===== config.mk =====
export PLATFORM = sky130hd
export DESIGN_NAME = square_noise_sound_generator_core
export DESIGN_NICKNAME = d
export VERILOG_FILES = /design/src/rtl/core/sqnsg_pkg.sv /design/src/rtl/core/sqnsg_regs.sv /design/src/rtl/core/sqnsg_osc.sv /design/src/rtl/core/square_noise_sound_generator_core.sv
export SDC_FILE = /design/constraint.sdc
export NUM_CORES = 1
export LEC_CHECK = 0
export ABC_AREA = 0
export BUFFER_PORTS_ARGS = -buffer_cell sky130_fd_sc_hd__buf_2
export CAP_MARGIN = 20
export CORE_ASPECT_RATIO = 1.25
export CORE_MARGIN = 2
export CORE_UTILIZATION = 45
export DETAILED_ROUTE_END_ITERATION = 8
export GPL_TIMING_DRIVEN = 0
export PLACE_DENSITY = 0.66
export SETUP_SLACK_MARGIN = 0.4
export SLEW_MARGIN = 20
export SYNTH_ARGS = -nofsm -noshare
export SYNTH_HDL_FRONTEND = slang
export SYNTH_SLANG_ARGS = --single-unit

===== constraint.sdc =====
create_clock -name clk -period 5.9 [get_ports clk]
set_input_delay 0.295 -clock clk [delete_from_list [all_inputs] [get_ports clk]]
set_output_delay 0.295 -clock clk [all_outputs]
set_load 0.1 [all_outputs]

===== src/rtl/core/sqnsg_pkg.sv =====
package sqnsg_pkg;

	localparam int unsigned FULL_SCALE = 8000;

	localparam int unsigned NUM_CH    = 4;
	localparam int unsigned DIV_W     = 10;
	localparam int unsigned LEVEL_W   = 13;
	localparam int unsigned LFSR_W    = 16;
	localparam int unsigned SAMPLE_W  = 15;
	localparam int unsigned SUM_W     = 17;

	localparam logic [LFSR_W-1:0] LFSR_SEED = 16'h8000;
	localparam logic [1:0]        NOISE_CH  = 2'd3;

	typedef enum logic {
		OP_TICK  = 1'b0,
		OP_WRITE = 1'b1
	} op_t;

	typedef logic [DIV_W-1:0]   div_t;
	typedef logic [LEVEL_W-1:0] level_t;
	typedef level_t             rom_t [16];

	// one processed item, handed from the input register to the datapath
	typedef struct packed {
		logic       tick;
		logic       write;
		logic [7:0] data;
	} step_t;

	// FULL_SCALE * 10^(-i/10) for i below 15, zero for i = 15; Q32 scale factors rounded up, then truncated
	function automatic rom_t build_atten_rom();
		logic [63:0] k;
		logic [63:0] p;
		rom_t        r;
		for (int i = 0; i < 16; i++) begin
			unique case (i)
				0:       k = 64'd4294967296;
				1:       k = 64'd3411613791;
				2:       k = 64'd2709941160;
				3:       k = 64'd2152582778;
				4:       k = 64'd1709857278;
				5:       k = 64'd1358187914;
				6:       k = 64'd1078847008;
				7:       k = 64'd856958639;
				8:       k = 64'd680706443;
				9:       k = 64'd540704348;
				10:      k = 64'd429496730;
				11:      k = 64'd341161380;
				12:      k = 64'd270994116;
				13:      k = 64'd215258278;
				14:      k = 64'd170985728;
				default: k = 64'd0;
			endcase
			p = 64'(FULL_SCALE) * k;
			r[i] = p[44:32];
		end
		return r;
	endfunction

	localparam rom_t ATTEN_ROM = build_atten_rom();

endpackage


===== src/rtl/core/sqnsg_regs.sv =====
module sqnsg_regs
	import sqnsg_pkg::*;
(
	input  logic   clk,
	input  logic   arst_n,
	input  step_t  step,
	output div_t   tone_divider [NUM_CH],
	output level_t channel_level [NUM_CH]
);

	logic [1:0] latched_ch_q;
	logic       latched_vol_q;
	div_t       divider_q [NUM_CH];
	level_t     level_q [NUM_CH];

	logic       first;
	logic [1:0] ch;
	logic       vol;

	assign first = step.data[7];
	assign ch    = first ? step.data[6:5] : latched_ch_q;
	assign vol   = first ? step.data[4] : latched_vol_q;

	always_ff @(posedge clk or negedge arst_n) begin
		if (!arst_n) begin
			latched_ch_q  <= '0;
			latched_vol_q <= 1'b0;
			for (int i = 0; i < NUM_CH; i++) begin
				divider_q[i] <= '0;
				level_q[i]   <= '0;
			end
		end else if (step.write) begin
			latched_ch_q  <= ch;
			latched_vol_q <= vol;
			if (vol) begin
				level_q[ch] <= ATTEN_ROM[step.data[3:0]];
			end else if (ch == NOISE_CH) begin
				divider_q[ch] <= div_t'(32) << step.data[1:0];
			end else if (first) begin
				divider_q[ch][3:0] <= step.data[3:0];
			end else begin
				divider_q[ch][9:4] <= step.data[5:0];
			end
		end
	end

	assign tone_divider  = divider_q;
	assign channel_level = level_q;

endmodule


===== src/rtl/core/sqnsg_osc.sv =====
module sqnsg_osc
	import sqnsg_pkg::*;
(
	input  logic                clk,
	input  logic                arst_n,
	input  logic                tick,
	input  div_t                tone_divider [NUM_CH],
	input  level_t              channel_level [NUM_CH],
	output logic [SAMPLE_W-1:0] sample
);

	div_t              cnt_q [NUM_CH];
	logic [NUM_CH-1:0] pol_q;
	logic [LFSR_W-1:0] lfsr_q;
	logic [SAMPLE_W-1:0] sample_q;

	div_t                cnt_d [NUM_CH];
	logic [NUM_CH-1:0]   pol_d;
	logic [LFSR_W-1:0]   lfsr_d;
	logic signed [SUM_W-1:0] sum;

	always_comb begin
		lfsr_d = lfsr_q;
		if (cnt_q[3] == '0) begin
			lfsr_d = {lfsr_q[0] ^ lfsr_q[3], lfsr_q[LFSR_W-1:1]};
		end
		for (int i = 0; i < 3; i++) begin
			pol_d[i] = pol_q[i] ^ (cnt_q[i] == '0);
		end
		pol_d[3] = pol_q[3] ^ lfsr_d[0];
		for (int i = 0; i < NUM_CH; i++) begin
			cnt_d[i] = (cnt_q[i] == '0) ? tone_divider[i] : cnt_q[i] - div_t'(1);
		end
		sum = '0;
		for (int i = 0; i < NUM_CH; i++) begin
			if (pol_d[i]) begin
				sum = sum + $signed({4'b0, channel_level[i]});
			end else begin
				sum = sum - $signed({4'b0, channel_level[i]});
			end
		end
	end

	always_ff @(posedge clk or negedge arst_n) begin
		if (!arst_n) begin
			pol_q  <= '0;
			lfsr_q <= LFSR_SEED;
			for (int i = 0; i < NUM_CH; i++) begin
				cnt_q[i] <= '0;
			end
		end else if (tick) begin
			pol_q  <= pol_d;
			lfsr_q <= lfsr_d;
			cnt_q  <= cnt_d;
		end
	end

	// floor(sum / 2); |sum| stays within 16 bits
	always_ff @(posedge clk) begin
		if (tick) begin
			sample_q <= sum[SAMPLE_W:1];
		end
	end

	assign sample = sample_q;

endmodule


===== src/rtl/core/square_noise_sound_generator_core.sv =====
// Four-channel square and noise sound generator. Each input transfer is either one
// register write byte (tuser = 1) or one chip clock tick (tuser = 0); every tick
// yields one signed 15-bit sample, writes yield nothing. A transfer is registered,
// then processed from that register: a write updates the channel registers, and a
// tick steps the tone and noise counters, the noise LFSR and the mixer, with the
// sample held in an output register. One transfer is taken every cycle; the input
// register stalls only when a tick meets a sample still waiting downstream. A tick
// passes the input register, then the output register, which holds its sample
// until it is taken. The attenuation table is fixed at a full scale of 8000.
module square_noise_sound_generator_core
	import sqnsg_pkg::*;
(
	input  logic        clk,
	input  logic        arst_n,
	input  logic        s_axis_tvalid,
	output logic        s_axis_tready,
	input  logic [7:0]  s_axis_tdata,  // [7:0] data_byte
	input  logic [0:0]  s_axis_tuser,  // [0] operation
	output logic        m_axis_tvalid,
	input  logic        m_axis_tready,
	output logic [15:0] m_axis_tdata   // [14:0] sample, [15] zero
);

	logic       in_valid_s1;
	op_t        in_op_s1;
	logic [7:0] in_byte_s1;
	logic       out_valid_q;

	logic       process;
	step_t      step;
	div_t       tone_divider [NUM_CH];
	level_t     channel_level [NUM_CH];
	logic [SAMPLE_W-1:0] sample;

	assign process = in_valid_s1 && (in_op_s1 == OP_WRITE || !out_valid_q || m_axis_tready);
	assign s_axis_tready = !in_valid_s1 || process;

	assign step.tick  = process && (in_op_s1 == OP_TICK);
	assign step.write = process && (in_op_s1 == OP_WRITE);
	assign step.data  = in_byte_s1;

	always_ff @(posedge clk or negedge arst_n) begin
		if (!arst_n) begin
			in_valid_s1 <= 1'b0;
			in_op_s1    <= OP_TICK;
			in_byte_s1  <= '0;
		end else if (s_axis_tvalid && s_axis_tready) begin
			in_valid_s1 <= 1'b1;
			in_op_s1    <= op_t'(s_axis_tuser[0]);
			in_byte_s1  <= s_axis_tdata;
		end else if (process) begin
			in_valid_s1 <= 1'b0;
		end
	end

	always_ff @(posedge clk or negedge arst_n) begin
		if (!arst_n) begin
			out_valid_q <= 1'b0;
		end else if (step.tick) begin
			out_valid_q <= 1'b1;
		end else if (m_axis_tready) begin
			out_valid_q <= 1'b0;
		end
	end

	sqnsg_regs u_regs (
		.clk           (clk),
		.arst_n        (arst_n),
		.step          (step),
		.tone_divider  (tone_divider),
		.channel_level (channel_level)
	);

	sqnsg_osc u_osc (
		.clk           (clk),
		.arst_n        (arst_n),
		.tick          (step.tick),
		.tone_divider  (tone_divider),
		.channel_level (channel_level),
		.sample        (sample)
	);

	assign m_axis_tvalid = out_valid_q;
	assign m_axis_tdata  = {1'b0, sample};

	// a tick never overwrites a sample that is still waiting
	a_no_overwrite: assert property (@(posedge clk) disable iff (!arst_n)
		!(step.tick && out_valid_q && !m_axis_tready))
		else $error("tick processed over a pending sample");

	a_tick_gives_sample: assert property (@(posedge clk) disable iff (!arst_n)
		step.tick |=> m_axis_tvalid)
		else $error("processed tick gave no sample");

	a_stall_only_when_full: assert property (@(posedge clk) disable iff (!arst_n)
		!s_axis_tready |-> (in_valid_s1 && in_op_s1 == OP_TICK && out_valid_q))
		else $error("input stalled without cause");

	a_write_no_sample: assert property (@(posedge clk) disable iff (!arst_n)
		(!out_valid_q && !step.tick) |=> !m_axis_tvalid)
		else $error("sample appeared without a tick");

endmodule

## After elaboration in Yosys (flattened, before gate mapping)

Memories as Yosys holds them, arrays and structs flattened.
Cells that the tools add are included.

| storage, ports and cells | value |
|---|---|
| memories kept | 1 |
| ROM bits | 208 |
| input bits | 13 |
| output and inout port bits | 18 |
| latch bits | 0 |
| logic and storage cells | 98 |
| register bits after elaboration | 181 |
| bits in writable memories | 0 |

| operators by class | value |
|---|---|
| shift-type cells | 1 |
| mux-type cells | 31 |
| equal/unequal tests | 1 |
| magnitude comparators | 3 |
| reductions and logical operators | 19 |
| div/mod/pow operators | 0 |
| $mul | 0 |
| bitwise gates (word level) | 9 |
| $add $sub $neg | 11 |

Memories:

| name | words | bits a word | rd ports | clocked after Yosys merged registers in | write ports | line | source |
|---|---|---|---|---|---|---|---|
| (name not given) | 16 | 13 | 1 | 0 | 0 | sqnsg_regs.sv:36 | `level_q[ch] <= ATTEN_ROM[step.data[3:0]];` |

Operators by type and width:

| cell | count |
|---|---|
| bitwise mux 40 bit | 3 |
| two-way mux 40 bit | 2 |
| two-way mux 16 bit | 4 |
| demux 10 bit (select 2 bit) | 3 |
| two-way mux 10 bit | 6 |
| bitwise mux 52 bit | 1 |
| adder 16 x 14 -> 16 bit | 3 |
| subtractor 16 x 14 -> 16 bit | 3 |
| zero test 10 bit | 4 |
| subtractor 10 x 1 -> 10 bit (second input constant) | 4 |
| two-way mux 13 bit | 3 |
| demux 13 bit (select 2 bit) | 1 |
| subtractor 1 x 13 -> 14 bit (first input constant) | 1 |
| left shift 6 x 2 -> 10 bit (first input constant) | 1 |
| two-way mux 1 bit | 6 |
| AND reduction 2 bit | 3 |
| greater-or-equal comparator 5 bit (second input constant) | 1 |
| logical AND 1 bit | 5 |
| NOT 4 -> 5 bit | 1 |
| bitwise XOR 1 bit | 5 |
| two-way mux 4 bit | 1 |
| nonzero test 2 bit | 2 |
| greater-or-equal comparator 3 bit (second input constant) | 1 |
| logical OR 1 bit | 3 |
| 6 further kinds | 8 |

## Depth between registers and ports, before layout

| logic depth | value |
|---|---|
| word-level depth | 9 |
| gate-level depth with buffers | 31 |
| depth with buffers taken out | 30 |

## Modules after synthesis

Synthesis repeated with hierarchy kept, for this count alone.

| second synthesis, totals | value |
|---|---|
| cells, all modules | 1130 |
| area total of the unflattened synthesis | 10908.0 um^2 |

Modules (own cells, without submodules):

| module | seq. area each (um^2) | area an instance (um^2) | cells each | times used |
|---|---|---|---|---|
| sqnsg_osc | 1953.1 | 6367.4 | 747 | 1 |
| sqnsg_regs | 2377.3 | 4076.4 | 352 | 1 |
| square_noise_sound_generator_core | 275.3 | 464.2 | 31 | 1 |

## Least setup slack after synthesis

Ideal clock, no wire load.

| path | value |
|---|---|
| path type | register -> register |
| from | register u_osc.cnt_q[34] in the netlist's numbering |
| to | register u_osc.sample_q[14], in the netlist u_osc.sample[14] (data pin) |
| required time | 5.632 ns |
| cell stages (with the launch flop) | 28 |
| data arrival time | 5.919 ns |
| clock period less this slack | 6.186 ns |
| setup slack | -0.286 ns |
| buffers on the path | 1 |
| cells stage by stage | dfrtp_1 or4_1 buf_2 nor4b_4 xnor2_1 a21o_1 inv_1 fa_1 nor2b_1 o21ai_0 a21boi_0 o21ai_0 a21boi_0 o21ai_0 nand2b_1 xor2_1 ha_1 a21o_1 a21oi_1 o21ai_0 a21oi_1 xnor2_1 ha_1 or2_2 a21oi_1 a31oi_1 a31oi_1 xnor3_1 |

| between the ends | value |
|---|---|
| cells in the longest elaborated chain, start to end | 9 |
| elaborated cells between the ends (all ways) | 12 |

Ends and longest elaborated chain:

| what | line | source |
|---|---|---|
| start, declared | sqnsg_osc.sv:12 | `div_t cnt_q [NUM_CH];` |
| start signal, assigned | sqnsg_osc.sv:54 | `cnt_q <= cnt_d;` |
| zero test 10 bit (*) | sqnsg_osc.sv:28 | `pol_d[i] = pol_q[i] ^ (cnt_q[i] == '0);` |
| bitwise XOR 1 bit (*) | sqnsg_osc.sv:28 |  |
| two-way mux 16 bit (*) | sqnsg_osc.sv:36 | `if (pol_d[i]) begin` |
| subtractor 16 x 14 -> 16 bit / adder 16 x 14 -> 16 bit (equally long branches) | sqnsg_osc.sv:39, sqnsg_osc.sv:37 |  |
| two-way mux 16 bit (*) | sqnsg_osc.sv:36 |  |
| subtractor 16 x 14 -> 16 bit / adder 16 x 14 -> 16 bit (equally long branches) | sqnsg_osc.sv:39, sqnsg_osc.sv:37 |  |
| two-way mux 16 bit (*) | sqnsg_osc.sv:36 |  |
| subtractor 16 x 14 -> 16 bit / adder 16 x 14 -> 16 bit (equally long branches) | sqnsg_osc.sv:39, sqnsg_osc.sv:37 |  |
| two-way mux 16 bit (*) | sqnsg_osc.sv:36 |  |
| net u_osc.sum[15] | sqnsg_osc.sv:20 | `logic signed [SUM_W-1:0] sum;` |
| end signal, assigned | sqnsg_osc.sv:61 | `sample_q <= sum[SAMPLE_W:1];` |
| end, declared | sqnsg_osc.sv:15 | `logic [SAMPLE_W-1:0] sample_q;` |

Mark *: on every way through the listed nets, which the timed path passes. The rest lies on a longest branch.
A chain may end at the register's enable or synchronous reset.

## Final worst setup path

| path | value |
|---|---|
| from | register u_osc.cnt_q[35] in the netlist's numbering |
| to | register u_osc.sample_q[14], in the netlist u_osc.sample[14] (data pin) |

Same word-level chain as after synthesis.

==> implementation parameters <==
Parameter                              Value

Yosys
  Number of enable-type register cells in the synthesized netlist ... 15
  Mapped Area ... between 10000 and 15000 µm²
  Fraction of the yosys area taken by sequential cells ... between 40% and 50%
  Area share of the largest cell type after synthesis ... between 30 and 40%
  Share of synthesized flip-flops with an asynchronous set or reset ... between 90% and 100%
  Number of warnings printed during yosys synthesis ... 0
  Cell types occupying the most area after synthesis ... dfrtp_1 39%, o21ai_0 7.0%, ha_1 6.9%
  Synthesized netlist cell count ... ~1100
  Yosys reg bits ... between 150 and 200
  Post-synthesis cell type count ... just over 60
  Most frequently used flop master after synthesis ... dfrtp_1
  Post-Syn Area per Cell ... just over 9 µm²
  Net count after synthesis ... about 1200
  Leading area contributor after synthesis ... dfrtp_1

Worst setup path
  Worst reg-to-reg path cell count ... 25
  Type of the worst setup path ... flop to flop
  RR Startpoint ... u_osc.cnt_q[35]
  Worst setup SP type ... flop
  Arrival time at the worst endpoint ... between 5 and 6 ns
  Largest fanout of any net on the critical path ... 4
  End of the worst register-to-register path ... u_osc.sample[14]
  Critical Path Sink Type ... flop
  Data required time at the worst endpoint ... 6.09 ns
  Setup slack on the worst flop-to-flop path ... 0.19 ns

Detailed routing
  Number of optimization iterations in the first detailed-route pass ... 5
  Drt total wl ... around 25000 µm
  DRC marker count from the first detailed-route iteration ... between 400 and 500
  Max Used Layer ... met4
  Overall via count from detail_route ... between 8000 and 9000
  WL met1 ... 10700 µm
  Wire length on met2 ... around 13000 µm
  Remaining antenna violation count ... 0
  Number of DRC violations after detailed routing ... 0
  Met3 Routed Length ... roughly 790 µm
  Routed length per instance ... roughly 16 µm
  Via density per instance ... 5.54

Clock network
  CTS tree ... built
  Worst-Skew Late Latency ... roughly 0.45 ns
  H-Tree Depth ... 4
  Total clock sinks ... ~180
  Reg clk slew, reported paths ... around 0.080 ns
  Number of buffers created by CTS ... 17
  Longest Clk Path Bufs ... 2
  Root buffer selected by CTS ... clkbuf_16

Cells and area
  Commonest cells after routing, fill and taps aside ... 163 x dfrtp_1, 147 x nand2_1, 138 x o21ai_0
  Design Area, Final ... ~12000 µm²
  Number of antenna diodes ... 0
  Fill count ... 2060
  Synthesis-to-finish area growth ... 16.7%
  NumNets Final ... 1304
  Share of cells above drive strength 1 ... roughly 18%
  Most common cell after layout, fill and taps aside ... dfrtp_1

Die
  Initial Util ... 46.0%
  Die ar. ... 24900 µm²
  Die width ... ~140 µm
  Row count ... 62
  Overall die height ... 176 µm
  Core box area ... around 23000 µm²
  Count of pins on the block boundary ... 31

Global route
  Wire length of the first global-routing pass ... 41100 µm
  Total grt overflow ... 0
  Largest net degree at the start of global routing ... 89
  Total routing resource utilization after global routing ... around 21%
  Initial antenna violation count ... 0
  Via count of the first global-routing pass ... approximately 8400

STA
  Final hold violation count ... 0
  Final Slew Violations ... 0
  Worst slew pin tran ... approximately 1.0 ns
  Final critical-path setup slack ... approximately 0.19 ns
  Tcrit/Tclk final ... a little over nine tenths
  Final setup violating endpoints ... 0
  Post-route clock skew ... ~0.016 ns
  Max Clock Freq ... 175 MHz
  Worst relative slew slack ... between 30% and 40%
  RSZ-0062 raised after global routing ... true
  Post-layout min period ... ~5.7 ns

Job
  Maximum Capacitance Violations ... 0

Min path
  Worst hold-check path type ... input port to flop
  Start point of the worst min-delay path ... s_axis_tvalid
  Hold Path Stages ... 2
  Hold endpoint ... in_valid_s1

Placement
  Worst slack at placement ... -0.641 ns
  Gp weighted congestion ... 0.809
  Post-detail-place hpwl ... about 18000 µm
  # port buffers ... 29
  Cell Area, Placed ... ~11000 µm²

Status
  Status ... finished clean
==> how the worst max path moves through the flow <==
stage / from / to / slack, ns / cells past startpoint
floorplan: u_osc.cnt_q[35] / u_osc.sample[14] / 0.17 / 27
global placement: u_osc.cnt_q[30] / u_osc.sample[14] / -0.57 / 26
detailed placement: u_osc.cnt_q[30] / u_osc.sample[14] / -0.64 / 26
CTS: u_osc.cnt_q[35] / u_osc.sample[14] / 0.11 / 29
global route: u_osc.cnt_q[35] / u_osc.sample[14] / -0.1 / 29
finish: u_osc.cnt_q[35] / u_osc.sample[14] / 0.19 / 25
==> cell usage after synthesis (3+ instances only) <==
master	n
edfxtp_1	15
o41ai_1	7
a31oi_1	9
a21oi_1	62
nand4_1	3
o21ai_0	149
xor2_1	23
dfrtp_1	165
o211ai_1	3
nor3_1	33
or3_1	12
or2_2	3
clkbuf_1	29
a22oi_1	4
or4_1	8
ha_1	59
o31ai_1	17
o21a_1	4
o21bai_1	7
fa_1	3
nor4_1	20
nor2_1	72
buf_1	3
mux2_2	49
nor2b_1	17
a21o_1	13
nand2b_1	15
mux2i_1	10
a211oi_1	3
inv_1	55
nand2_1	147
xnor2_1	65
a21boi_0	5
nand3_1	16
==> sequential cells by signal (all words and copies together), names as in the netlist <==
register,count
u_regs.channel_level,52
u_osc.cnt_q,40
u_regs.tone_divider,40
u_osc.lfsr_q,16
u_osc.sample,15
in_byte_s1,8
u_osc.pol_q,4
u_regs.latched_ch_q,2
in_op_s1,1
in_valid_s1,1
m_axis_tvalid,1
u_regs.latched_vol_q,1
==> metal layers <==
layer	up-vias	track usage, %
li1	4212	-
met5	-	0
met2	162	37.1
met3	42	3.11
met4	0	7.83
met1	4055	25.3
==> metrics by stage <==
step | hold WS [ns] | utilization (%) | std cells | setup TNS, ns
final | 0.0494 | 53.7 | 1530 | 0
after global routing | 0.0581 | 53.7 | 1530 | -0.181
after global placement | 0.460 | 48.4 | 1457 | -1.67
after CTS | 0.0346 | 52.5 | 1516 | 0
after floorplan | -0.000591 | - | 1140 | 0
after detailed placement | 0.358 | 48.5 | 1458 | -2.07
==> logic make-up after synthesis <==
logic type                 synth area share [%]
muxes                                      6.13
xor gates and xnor gates                   7.84
DFF                                        43.3
other                                    0.0353
buffers and inverters                      3.31
adders and majority gates                  7.51
AOI/OAI and AO/OA                          16.1
and+or+nand+nor                            15.7
==> repair_timing <==
item                                    4_1_cts  5_1_grt
hold endpoints to repair                     86        0
endpoints found under the setup margin        9        8
gates resized for setup                      33       38
setup buffers                                25       14
hold buffers                                  1        0
pin swaps                                    32       30
==> worst max-delay path: stages (launching register included) <==
cell      delay (ns)
dfrtp_1         0.39
or4_1           0.53
buf_6           0.14
nor4b_4         0.23
buf_6           0.19
xor2_4          0.16
nor2_2          0.06
xor2_1          0.14
ha_1            0.32
nor2b_1         0.15
o21ai_2         0.15
a21boi_2        0.09
o21ai_2         0.15
a21boi_2        0.09
buf_4           0.14
o21bai_2        0.17
a21boi_2        0.10
or4b_2          0.61
nand3_1         0.13
ha_1            0.27
a21oi_1         0.26
xnor2_1         0.11
ha_1            0.25
a21o_1          0.21
a31oi_2         0.17
xnor3_1         0.23
==> cell type report <==
type                    instances  area (µm²)  share of cell area (%)
plain buffers                  35         159                    1.28
clock buffers                  17         425                    3.43
clock inverters                15         179                    1.44
inverters                      57         214                    1.72
multi-input cells             867        5960                    48.1
flip-flops and latches        181        4610                    37.1
well taps                     288         360                    2.90
repair buffers                 70         497                    4.00
Power is left out: the tool's default activity adds up to more than one toggle a clock period on the data nets, which glitch-free logic cannot reach.
